**src/sv/double_hash_open_table_unit_assert.svh**
```systemverilog
// ----------------------------------------------------------------------------
// Assertion macros for the double hashing open table unit.
// Each macro checks an implication at every rising clock edge outside reset.
// ----------------------------------------------------------------------------
`ifndef DOUBLE_HASH_OPEN_TABLE_UNIT_ASSERT_SVH
`define DOUBLE_HASH_OPEN_TABLE_UNIT_ASSERT_SVH

// Consequent must hold in the same cycle as the antecedent.
`define DHOT_ASSERT_IMP(lbl, ck, rn, ante, cons) \
  lbl: assert property (@(posedge ck) disable iff (!rn) (ante) |-> (cons)) \
    else $error("double hash table unit: assertion failed");

// Consequent must hold in the cycle after the antecedent.
`define DHOT_ASSERT_NXT(lbl, ck, rn, ante, cons) \
  lbl: assert property (@(posedge ck) disable iff (!rn) (ante) |=> (cons)) \
    else $error("double hash table unit: assertion failed");

`endif

```
**src/sv/dhot_pkg.sv**
```systemverilog
`timescale 1ns / 1ps
// ----------------------------------------------------------------------------
// dhot_pkg
// Shared types and codes of the double hashing open table unit.
// ----------------------------------------------------------------------------
package dhot_pkg;

  localparam int SIZE_W = 7;
  localparam int KEY_W  = 31;
  localparam int VAL_W  = 32;
  localparam int SLOT_W = 6;
  localparam int OUTC_W = 2;

  localparam logic OP_INSERT = 1'b0;
  localparam logic OP_DELETE = 1'b1;

  localparam logic [1:0] ST_FREE = 2'd0;
  localparam logic [1:0] ST_FULL = 2'd1;
  localparam logic [1:0] ST_DEL  = 2'd2;

  localparam logic [OUTC_W-1:0] OUT_INSERTED   = 2'd0;
  localparam logic [OUTC_W-1:0] OUT_DELETED    = 2'd1;
  localparam logic [OUTC_W-1:0] OUT_NOT_FOUND  = 2'd2;
  localparam logic [OUTC_W-1:0] OUT_TABLE_FULL = 2'd3;

  typedef struct packed {
    logic                    opcode;
    logic [KEY_W-1:0]        key;
    logic signed [VAL_W-1:0] value;
  } in_req_t;

  typedef struct packed {
    logic [OUTC_W-1:0] outcome;
    logic [SLOT_W-1:0] slot_index;
    logic [SIZE_W-1:0] probe_count;
  } out_res_t;

  // Remainders of the key by m and by m - 2.
  typedef struct packed {
    logic              done;
    logic [SIZE_W-1:0] rem_m;
    logic [SIZE_W-1:0] rem_m2;
  } mod_res_t;

  typedef struct packed {
    logic     valid;
    out_res_t res;
  } eng_res_t;

endpackage

```
**src/sv/dhot_mod.sv**
```systemverilog
`timescale 1ns / 1ps
// ----------------------------------------------------------------------------
// dhot_mod
// Bit-serial remainder unit: key mod m and key mod (m - 2), one key bit a cycle.
// ----------------------------------------------------------------------------
module dhot_mod #(
  parameter int KW = 31
) (
  input  logic                        clk,
  input  logic                        rst_n,
  input  logic                        start,
  input  logic [KW-1:0]               key,
  input  logic [dhot_pkg::SIZE_W-1:0] m,
  output dhot_pkg::mod_res_t          res
);
  import dhot_pkg::*;

  localparam int CW = $clog2(KW + 1);

  logic              run_r, run_nxt;
  logic              done_r, done_nxt;
  logic [CW-1:0]     cnt_r, cnt_nxt;
  logic [KW-1:0]     key_r, key_nxt;
  logic [SIZE_W-1:0] ra_r, ra_nxt;
  logic [SIZE_W-1:0] rb_r, rb_nxt;
  logic [SIZE_W-1:0] m2;

  // Shift one dividend bit into a partial remainder and reduce once.
  function automatic logic [SIZE_W-1:0] rem_step(input logic [SIZE_W-1:0] r,
                                                 input logic b,
                                                 input logic [SIZE_W-1:0] d);
    logic [SIZE_W:0] t;
    t = {r, b};
    if (t >= {1'b0, d}) begin
      t = t - {1'b0, d};
    end
    return t[SIZE_W-1:0];
  endfunction

  assign m2 = m - SIZE_W'(2);

  always_comb begin
    run_nxt  = run_r;
    done_nxt = 1'b0;
    cnt_nxt  = cnt_r;
    key_nxt  = key_r;
    ra_nxt   = ra_r;
    rb_nxt   = rb_r;
    if (start) begin
      run_nxt = 1'b1;
      cnt_nxt = CW'(KW);
      key_nxt = key;
      ra_nxt  = '0;
      rb_nxt  = '0;
    end else if (run_r) begin
      ra_nxt  = rem_step(ra_r, key_r[KW-1], m);
      rb_nxt  = rem_step(rb_r, key_r[KW-1], m2);
      key_nxt = {key_r[KW-2:0], 1'b0};
      cnt_nxt = cnt_r - CW'(1);
      if (cnt_r == CW'(1)) begin
        run_nxt  = 1'b0;
        done_nxt = 1'b1;
      end
    end
  end

  always_ff @(posedge clk) begin
    if (!rst_n) begin
      run_r  <= 1'b0;
      done_r <= 1'b0;
      cnt_r  <= '0;
    end else begin
      run_r  <= run_nxt;
      done_r <= done_nxt;
      cnt_r  <= cnt_nxt;
    end
  end

  always_ff @(posedge clk) begin
    key_r <= key_nxt;
    ra_r  <= ra_nxt;
    rb_r  <= rb_nxt;
  end

  assign res.done   = done_r;
  assign res.rem_m  = ra_r;
  assign res.rem_m2 = rb_r;

endmodule

```
**src/sv/dhot_engine.sv**
```systemverilog
`timescale 1ns / 1ps
// ----------------------------------------------------------------------------
// dhot_engine
// Slot memory and probe sequencer: clears the table, then walks the probe
// sequence with one read per probe and at most one write-back per request.
// ----------------------------------------------------------------------------
module dhot_engine #(
  parameter int TABLE_DEPTH = 64,
  parameter int KW          = 31
) (
  input  logic                        clk,
  input  logic                        rst_n,
  input  logic                        accept,
  input  dhot_pkg::in_req_t           in_req,
  input  logic [dhot_pkg::SIZE_W-1:0] m,
  input  dhot_pkg::mod_res_t          mod_res,
  output logic                        busy,
  output dhot_pkg::eng_res_t          eng_res
);
  import dhot_pkg::*;

  localparam int AW = $clog2(TABLE_DEPTH);
  localparam int WW = 2 + KW + VAL_W;

  typedef enum logic [4:0] {
    S_CLEAR = 5'b00001,
    S_IDLE  = 5'b00010,
    S_MOD   = 5'b00100,
    S_READ  = 5'b01000,
    S_CHECK = 5'b10000
  } state_t;

  state_t            state_r, state_nxt;
  logic [AW-1:0]     clr_r, clr_nxt;
  logic              op_r, op_nxt;
  logic [KW-1:0]     key_r, key_nxt;
  logic [VAL_W-1:0]  val_r, val_nxt;
  logic [SIZE_W-1:0] pos_r, pos_nxt;
  logic [SIZE_W-1:0] step_r, step_nxt;
  logic [SIZE_W-1:0] idx_r, idx_nxt;

  logic [WW-1:0]     mem [TABLE_DEPTH];
  logic [WW-1:0]     rdata_r;
  logic              we;
  logic [AW-1:0]     waddr;
  logic [WW-1:0]     wdata;

  logic [1:0]        rd_st;
  logic [KW-1:0]     rd_key;
  logic [VAL_W-1:0]  rd_val;
  logic              hit_ins, hit_free, hit_del, last;
  logic [SIZE_W-1:0] probes;
  logic [SIZE_W:0]   pos_sum;

  assign rd_st  = rdata_r[WW-1 -: 2];
  assign rd_key = rdata_r[VAL_W +: KW];
  assign rd_val = rdata_r[VAL_W-1:0];

  assign hit_ins  = (op_r == OP_INSERT) && (rd_st != ST_FULL);
  assign hit_free = (op_r == OP_DELETE) && (rd_st == ST_FREE);
  assign hit_del  = (op_r == OP_DELETE) && (rd_st == ST_FULL) && (rd_key == key_r);
  assign probes   = idx_r + SIZE_W'(1);
  assign last     = (probes == m);
  assign pos_sum  = {1'b0, pos_r} + {1'b0, step_r};

  always_comb begin
    state_nxt = state_r;
    clr_nxt   = clr_r;
    op_nxt    = op_r;
    key_nxt   = key_r;
    val_nxt   = val_r;
    pos_nxt   = pos_r;
    step_nxt  = step_r;
    idx_nxt   = idx_r;
    we        = 1'b0;
    waddr     = AW'(pos_r);
    wdata     = {ST_FREE, {(KW + VAL_W){1'b0}}};
    eng_res   = '0;
    case (state_r)
      S_CLEAR: begin
        we      = 1'b1;
        waddr   = clr_r;
        clr_nxt = clr_r + AW'(1);
        if (clr_r == AW'(TABLE_DEPTH - 1)) begin
          state_nxt = S_IDLE;
        end
      end
      S_IDLE: begin
        if (accept) begin
          op_nxt    = in_req.opcode;
          key_nxt   = in_req.key[KW-1:0];
          val_nxt   = in_req.value;
          state_nxt = S_MOD;
        end
      end
      S_MOD: begin
        if (mod_res.done) begin
          pos_nxt   = mod_res.rem_m;
          step_nxt  = mod_res.rem_m2 + SIZE_W'(1);
          idx_nxt   = '0;
          state_nxt = S_READ;
        end
      end
      S_READ: begin
        state_nxt = S_CHECK;
      end
      S_CHECK: begin
        if (hit_ins) begin
          we    = 1'b1;
          wdata = {ST_FULL, key_r, val_r};
        end else if (hit_del) begin
          we    = 1'b1;
          wdata = {ST_DEL, rd_key, rd_val};
        end
        if (hit_ins || hit_free || hit_del || last) begin
          eng_res.valid           = 1'b1;
          eng_res.res.probe_count = probes;
          if (hit_ins) begin
            eng_res.res.outcome    = OUT_INSERTED;
            eng_res.res.slot_index = pos_r[SLOT_W-1:0];
          end else if (hit_del) begin
            eng_res.res.outcome    = OUT_DELETED;
            eng_res.res.slot_index = pos_r[SLOT_W-1:0];
          end else if (op_r == OP_INSERT) begin
            eng_res.res.outcome = OUT_TABLE_FULL;
          end else begin
            eng_res.res.outcome = OUT_NOT_FOUND;
          end
          state_nxt = S_IDLE;
        end else begin
          if (pos_sum >= {1'b0, m}) begin
            pos_nxt = SIZE_W'(pos_sum - {1'b0, m});
          end else begin
            pos_nxt = pos_sum[SIZE_W-1:0];
          end
          idx_nxt   = probes;
          state_nxt = S_READ;
        end
      end
      default: begin
        state_nxt = S_IDLE;
      end
    endcase
  end

  assign busy = (state_r != S_IDLE);

  always_ff @(posedge clk) begin
    if (!rst_n) begin
      state_r <= S_CLEAR;
      clr_r   <= '0;
    end else begin
      state_r <= state_nxt;
      clr_r   <= clr_nxt;
    end
  end

  always_ff @(posedge clk) begin
    op_r   <= op_nxt;
    key_r  <= key_nxt;
    val_r  <= val_nxt;
    pos_r  <= pos_nxt;
    step_r <= step_nxt;
    idx_r  <= idx_nxt;
  end

  always_ff @(posedge clk) begin
    if (we) begin
      mem[waddr] <= wdata;
    end
    rdata_r <= mem[AW'(pos_r)];
  end

endmodule

```
**src/sv/double_hash_open_table_unit.sv**
```systemverilog
`timescale 1ns / 1ps
// ----------------------------------------------------------------------------
// double_hash_open_table_unit
// Open-addressing hash table with double hashing, insert and delete requests.
// ----------------------------------------------------------------------------
// After reset the unit holds busy high while a clearing pass marks every
// slot free; configuration writes are taken during that time.
// A request is taken when start is high and busy is low. It first passes
// through the bit-serial remainder unit, which forms key mod m and key mod
// (m - 2) together, and then, for each probe, reads the slot memory, whose
// read data is registered, and examines the slot and writes it back. A
// request keeps busy high while it is in flight, and start is taken again
// in the cycle busy falls. The result appears with out_valid the cycle after
// the last probe and is on the ports for that single cycle only: the
// receiver cannot stall, so it must take every strobe. Here m is the
// configured table size held to the range from three to TABLE_DEPTH (and at
// most 127). A new table size keeps the stored contents; slots at or beyond
// the new size are simply not probed. Write it only while the unit is idle
// and no result is still due.
// ----------------------------------------------------------------------------
`include "double_hash_open_table_unit_assert.svh"

module double_hash_open_table_unit #(
  parameter int TABLE_DEPTH = 64,
  parameter int KEY_WIDTH   = 31
) (
  input  logic                        clk,
  input  logic                        rst_n,
  input  logic                        start,
  output logic                        busy,
  input  dhot_pkg::in_req_t           in_req,
  input  logic                        cfg_we,
  input  logic [dhot_pkg::SIZE_W-1:0] cfg_wdata,
  output logic                        out_valid,
  output dhot_pkg::out_res_t          out_res
);
  import dhot_pkg::*;

  // Stored key width: key bits above KEY_WIDTH are ignored.
  localparam int KW = (KEY_WIDTH < KEY_W) ? KEY_WIDTH : KEY_W;

  // Largest usable table size: the memory depth, capped by the register range.
  localparam int                DEPTH_CAP   = (TABLE_DEPTH > 127) ? 127 : TABLE_DEPTH;
  localparam logic [SIZE_W-1:0] DEPTH_CAP_W = SIZE_W'(DEPTH_CAP);
  localparam logic [SIZE_W-1:0] MIN_SIZE    = SIZE_W'(3);
  localparam logic [SIZE_W-1:0] RESET_SIZE  = SIZE_W'(64);

  logic [SIZE_W-1:0] table_size_r, table_size_nxt;
  logic              out_valid_r;
  out_res_t          out_res_r;
  logic              accept;
  mod_res_t          mod_res;
  eng_res_t          eng_res;

  // The table size register holds the active modulus, already clamped, so
  // that the hash and probe logic never sees a size below three.
  function automatic logic [SIZE_W-1:0] clamp_size(input logic [SIZE_W-1:0] s);
    logic [SIZE_W-1:0] r;
    r = s;
    if (r < MIN_SIZE) begin
      r = MIN_SIZE;
    end
    if (r > DEPTH_CAP_W) begin
      r = DEPTH_CAP_W;
    end
    return r;
  endfunction

  assign accept = start && !busy;

  always_comb begin
    table_size_nxt = table_size_r;
    if (cfg_we) begin
      table_size_nxt = clamp_size(cfg_wdata);
    end
  end

  always_ff @(posedge clk) begin
    if (!rst_n) begin
      table_size_r <= clamp_size(RESET_SIZE);
      out_valid_r  <= 1'b0;
    end else begin
      table_size_r <= table_size_nxt;
      out_valid_r  <= eng_res.valid;
    end
  end

  always_ff @(posedge clk) begin
    out_res_r <= eng_res.res;
  end

  // Both hash remainders are formed at once, one key bit per cycle.
  dhot_mod #(
    .KW (KW)
  ) u_mod (
    .clk   (clk),
    .rst_n (rst_n),
    .start (accept),
    .key   (in_req.key[KW-1:0]),
    .m     (table_size_r),
    .res   (mod_res)
  );

  // Slot memory, clearing pass and probe walk.
  dhot_engine #(
    .TABLE_DEPTH (TABLE_DEPTH),
    .KW          (KW)
  ) u_engine (
    .clk     (clk),
    .rst_n   (rst_n),
    .accept  (accept),
    .in_req  (in_req),
    .m       (table_size_r),
    .mod_res (mod_res),
    .busy    (busy),
    .eng_res (eng_res)
  );

  assign out_valid = out_valid_r;
  assign out_res   = out_res_r;

  // A taken request keeps the unit busy until its result is formed.
  `DHOT_ASSERT_NXT(a_accept_busy, clk, rst_n, accept, busy)
  // A result only follows a request in flight.
  `DHOT_ASSERT_IMP(a_result_after_work, clk, rst_n, out_valid, $past(busy))
  // The probe count lies between one and the active table size.
  `DHOT_ASSERT_IMP(a_probe_range, clk, rst_n, out_valid, (out_res.probe_count != '0) && (out_res.probe_count <= table_size_r))
  // A full table reports no slot and a complete probe sequence.
  `DHOT_ASSERT_IMP(a_full_no_slot, clk, rst_n, out_valid && (out_res.outcome == OUT_TABLE_FULL), (out_res.slot_index == '0) && (out_res.probe_count == table_size_r))

endmodule

```
**config.mk**
```make
export PLATFORM = sky130hd
export DESIGN_NAME = double_hash_open_table_unit
export DESIGN_NICKNAME = d
export VERILOG_FILES = /design/src/sv/dhot_pkg.sv /design/src/sv/dhot_mod.sv /design/src/sv/dhot_engine.sv /design/src/sv/double_hash_open_table_unit.sv
export VERILOG_INCLUDE_DIRS = /design/src /design/src/sv
export SDC_FILE = /design/constraint.sdc
export NUM_CORES = 2
export LEC_CHECK = 0
export BUFFER_PORTS_ARGS = -buffer_cell sky130_fd_sc_hd__buf_2
export CORE_AREA = 2 2 405 407
export DETAILED_ROUTE_END_ITERATION = 8
export DIE_AREA = 0 0 407 409
export GPL_TIMING_DRIVEN = 0
export PLACE_DENSITY = 0.75
export SLEW_MARGIN = 20
export SYNTH_ARGS = -nofsm -noshare
export SYNTH_HDL_FRONTEND = slang
export SYNTH_HIERARCHICAL = 1
export SYNTH_MEMORY_MAX_BITS = 65536
export SYNTH_SLANG_ARGS = --single-unit
```
**constraint.sdc**
```tcl
create_clock -name clk -period 10.76 [get_ports clk]
set_input_delay 2.152 -clock clk [delete_from_list [all_inputs] [get_ports clk]]
set_output_delay 2.152 -clock clk [all_outputs]
set_load 0.03 [all_outputs]
```
==> impl_metrics.yaml <==
final_layout:
  seqCellArea_mm2: 0.0677
  stdcell_count: 6628
  num-fill-cells: 10300
  multi_input_area_mm2: 0.0208
  final_cell_mix: "edfxtp_1 (2,196), mux4_2 (660), clkbuf_16 (209), clkbuf_1 (156), buf_2 (111)"
  drive_above_1_share: 0.299
  area_growth_syn_to_layout_pct: 14.2
  nNetsFinal: 4385
  fin_area_mm2: 0.101
  final_common_cell: "edfxtp_1"
clock_tree:
  cts_root_buffer: "clkbuf_16"
  cts_resized: 0
  cts_tree: "done"
  cts_buffer_depth: 3
  cts_hold_buf: 0
  insertion_delay_ns: 0.88
  path_clk_slew_ns: 0.06
  cts_made_buffers: 209
  clkSinkCount: 2284
  htree_levels: 4
  cts_setup_buffers: 0
synth:
  syn_inst: 3900
  syn_nets: 4012
  ys_warn_count: 6
  synthDistinctLibCells: 68
  syn_avg_cell_area_um2: 22.7
  synth-edff-count: 2196
  synth-seq-cells: 2284
  synth_flop_cell: "edfxtp_1"
  netlist_area_mm2: 0.0886
  synthArstFlopShare: 0
  seq_area_frac_synth: 0.764
power:
  p_switching_mw: 3.80
  leakage_nw: 27.2
  pwr-share-clk: 0.404
  power_density_mw_per_mm2: 175
  intPower_mw: 14.0
  max-vdd-ir-drop_uv: 168
  finalPower_mw: 17.7
  power_frac_seq: 0.558
  switching_share: 0.214
  combinationalPowerShare: 0.038
setup_path:
  critPathMaxStageDelay_ns: 0.90
  startpoint: "u_engine/pos_r[1]"
  reg2reg_from: "u_engine/pos_r[1]"
  crit_slowest_cell: "clkbuf_1"
  reg2regPathDepth: 8
  cp-end-kind: "register"
  worstSetupPathType: "register to register"
  cp_max_fo: 10
  cp_data_arrival_time_ns: 6.13
  crit_chain: "clkbuf_1, clkbuf_1, buf_1, o21ai_2, a211oi_4, buf_6, buf_8, buf_8"
  cp.required_ns: 11.31
  cp-start-kind: "register"
floorplan:
  fp-row-count: 148
  core_area_mm2: 0.162
  fp.dieArea_mm2: 0.166
  dieWidth_um: 407
  die_height_um: 409
  start_util: 0.547
  ioPinCount: 92
placement:
  dp_cells: 6236
  pre_cts_slack_ns: 5.44
  place.gp.congestion: 0.951
  postPlaceCellArea_mm2: 0.0946
  io_buffers: 59
  hpwl_um: 149000
timing:
  max_freq_ghz: 0.179
  slew_headroom: 0.113
  finalHoldViolCount: 0
  min_period_over_period: 0.519
  setup_slack_ns: 5.18
  drv_slew: 0
  skew_ns: 0.0718
  fin_setup_tns_ns: 0
  period_minus_slack_ns: 5.58
  setup_viol: 0
  tightest_slew_ns: 1.33
  grt_setup_unrepaired: "no"
min_path:
  holdCritPathClass: "register to register"
  worstHoldStart: "u_mod/ra_r[4]"
  min_path_cells: 2
route:
  drtIter0Drc: 7517
  drtAntennaViolNets: 0
  drc_errors: 0
  wl_per_cell_um: 36.2
  drt-vias-per-instance: 6.77
  firstDrtPassIters: 6
  vias: 44800
  drt_wl_total_um: 240000
global_route:
  first_global_vias: 45000
  grt_usage: 0.290
  antenna_found_initial: 8
  grt_max_degree: 74
  grt_pass1_wl_um: 336000
  overflow: 0
flow_run:
  drv_cap: 0
outcome:
  status: "complete, no violations"
## cell usage after synthesis, drive strengths merged, types with 7 or more instances
cell type     n  area (um^2)
o21ai        28          144
nor4          7         50.1
o31ai         8         75.1
a22o         31          272
nand2b       24          150
a211oi       21          163
nor2b        13         81.3
edfxtp     2196        65900
and4          7         61.3
a21boi        8         60.1
dfxtp        88         1760
buf          92          442
xnor2        40          350
mux4        660        14900
ha           33          413
nand3        22          110
nand4        13         81.3
xor2         29          254
clkbuf      102          383
nor2        116          435
a21oi        22          110
mux2i        17          170
inv          32          120
and2         10         62.6
nand2        83          312
a22oi        66          495
nor3         16         80.1
o21a          8         60.1
nand3b       12         90.1
mux2         33          372
## through the flow
stage | util | hold WS, ns
CTS | 0.624 | 0.516
global route | 0.624 | 0.554
floorplan | - | 0.465
detailed placement | 0.584 | 0.511
finish | 0.624 | 0.519
global placement | 0.565 | 0.491
## critical path: cells and delay by family, from the launching register on
family / cells / cell delay, ns
AOI/OAI and AO/OA: 2 / 1.40
DFF: 1 / 0.46
buffers and inverters: 6 / 3.33
## metal layers
layer	routed length [um]	global-route usage	part of all wire
met1	80700	0.382	0.34
met2	111000	0.440	0.46
met3	33300	0.0882	0.14
met4	14500	0.151	0.060
met5	72	0.000585	0.00030
## path summary, 6_finish.rpt
kind / endpoint / slack [ns]
max: u_engine/mem[14][53] / 5.18
min: u_mod/ra_r[5] / 0.52
max reg2reg: u_engine/mem[14][53] / 5.18
min reg2reg: u_mod/ra_r[5] / 0.52
## registers in the layout, summed over array words and instances, names as in the netlist
name,count
u_mod/cnt_r,5
out_res,15
u_engine/mem,2112
u_mod/rb_r,7
u_engine/rdata_r,33
u_engine/state_r,5
u_engine/clr_r,6
u_engine/key_r,31
u_mod/done_r,1
u_engine/step_r,7
table_size_r,7
u_engine/pos_r,7
u_engine/idx_r,7
u_mod/key_r,31
out_valid,1
u_mod/run_r,1
u_engine/op_r,1
u_mod/ra_r,7
## cells by family (layout without fill, tap and decap cells)
| family | count (synthesis) | count (layout) | synth area share |
|---|---|---|---|
| flops | 2284 | 2284 | 0.764 |
| mux | 710 | 710 | 0.174 |
| simple gates | 352 | 352 | 0.0196 |
| buf+inv | 226 | 776 | 0.0107 |
| compound gates | 219 | 219 | 0.0182 |
| xor+xnor | 72 | 72 | 0.00759 |
| fa+ha+maj | 37 | 37 | 0.00557 |
| other cells | 0 | 3 | 0 |
## power groups by stage
stage	sequential (mW)	clock, mW	combinational [mW]
2_1_floorplan	10.0	0	0.417
3_3_place_gp	10.1	0	0.565
3_5_place_dp	10.1	0	0.660
4_1_cts	9.89	7.22	0.670
5_1_grt	9.90	7.52	0.728
6_report	9.89	7.17	0.683
## cell type report
cell class | count | share of cell area
Clock buffer | 278 | 0.0551
Inverter | 32 | 0.00119
Timing Repair Buffer | 162 | 0.0243
Sequential cell | 2284 | 0.669
Buffer | 194 | 0.00845
Antenna cell | 3 | 0.0000742
Tap cell | 2175 | 0.0269
Clock inverter | 110 | 0.00967
Multi-Input combinational cell | 1390 | 0.205
Note: power is estimated with default switching activity, not from simulation.
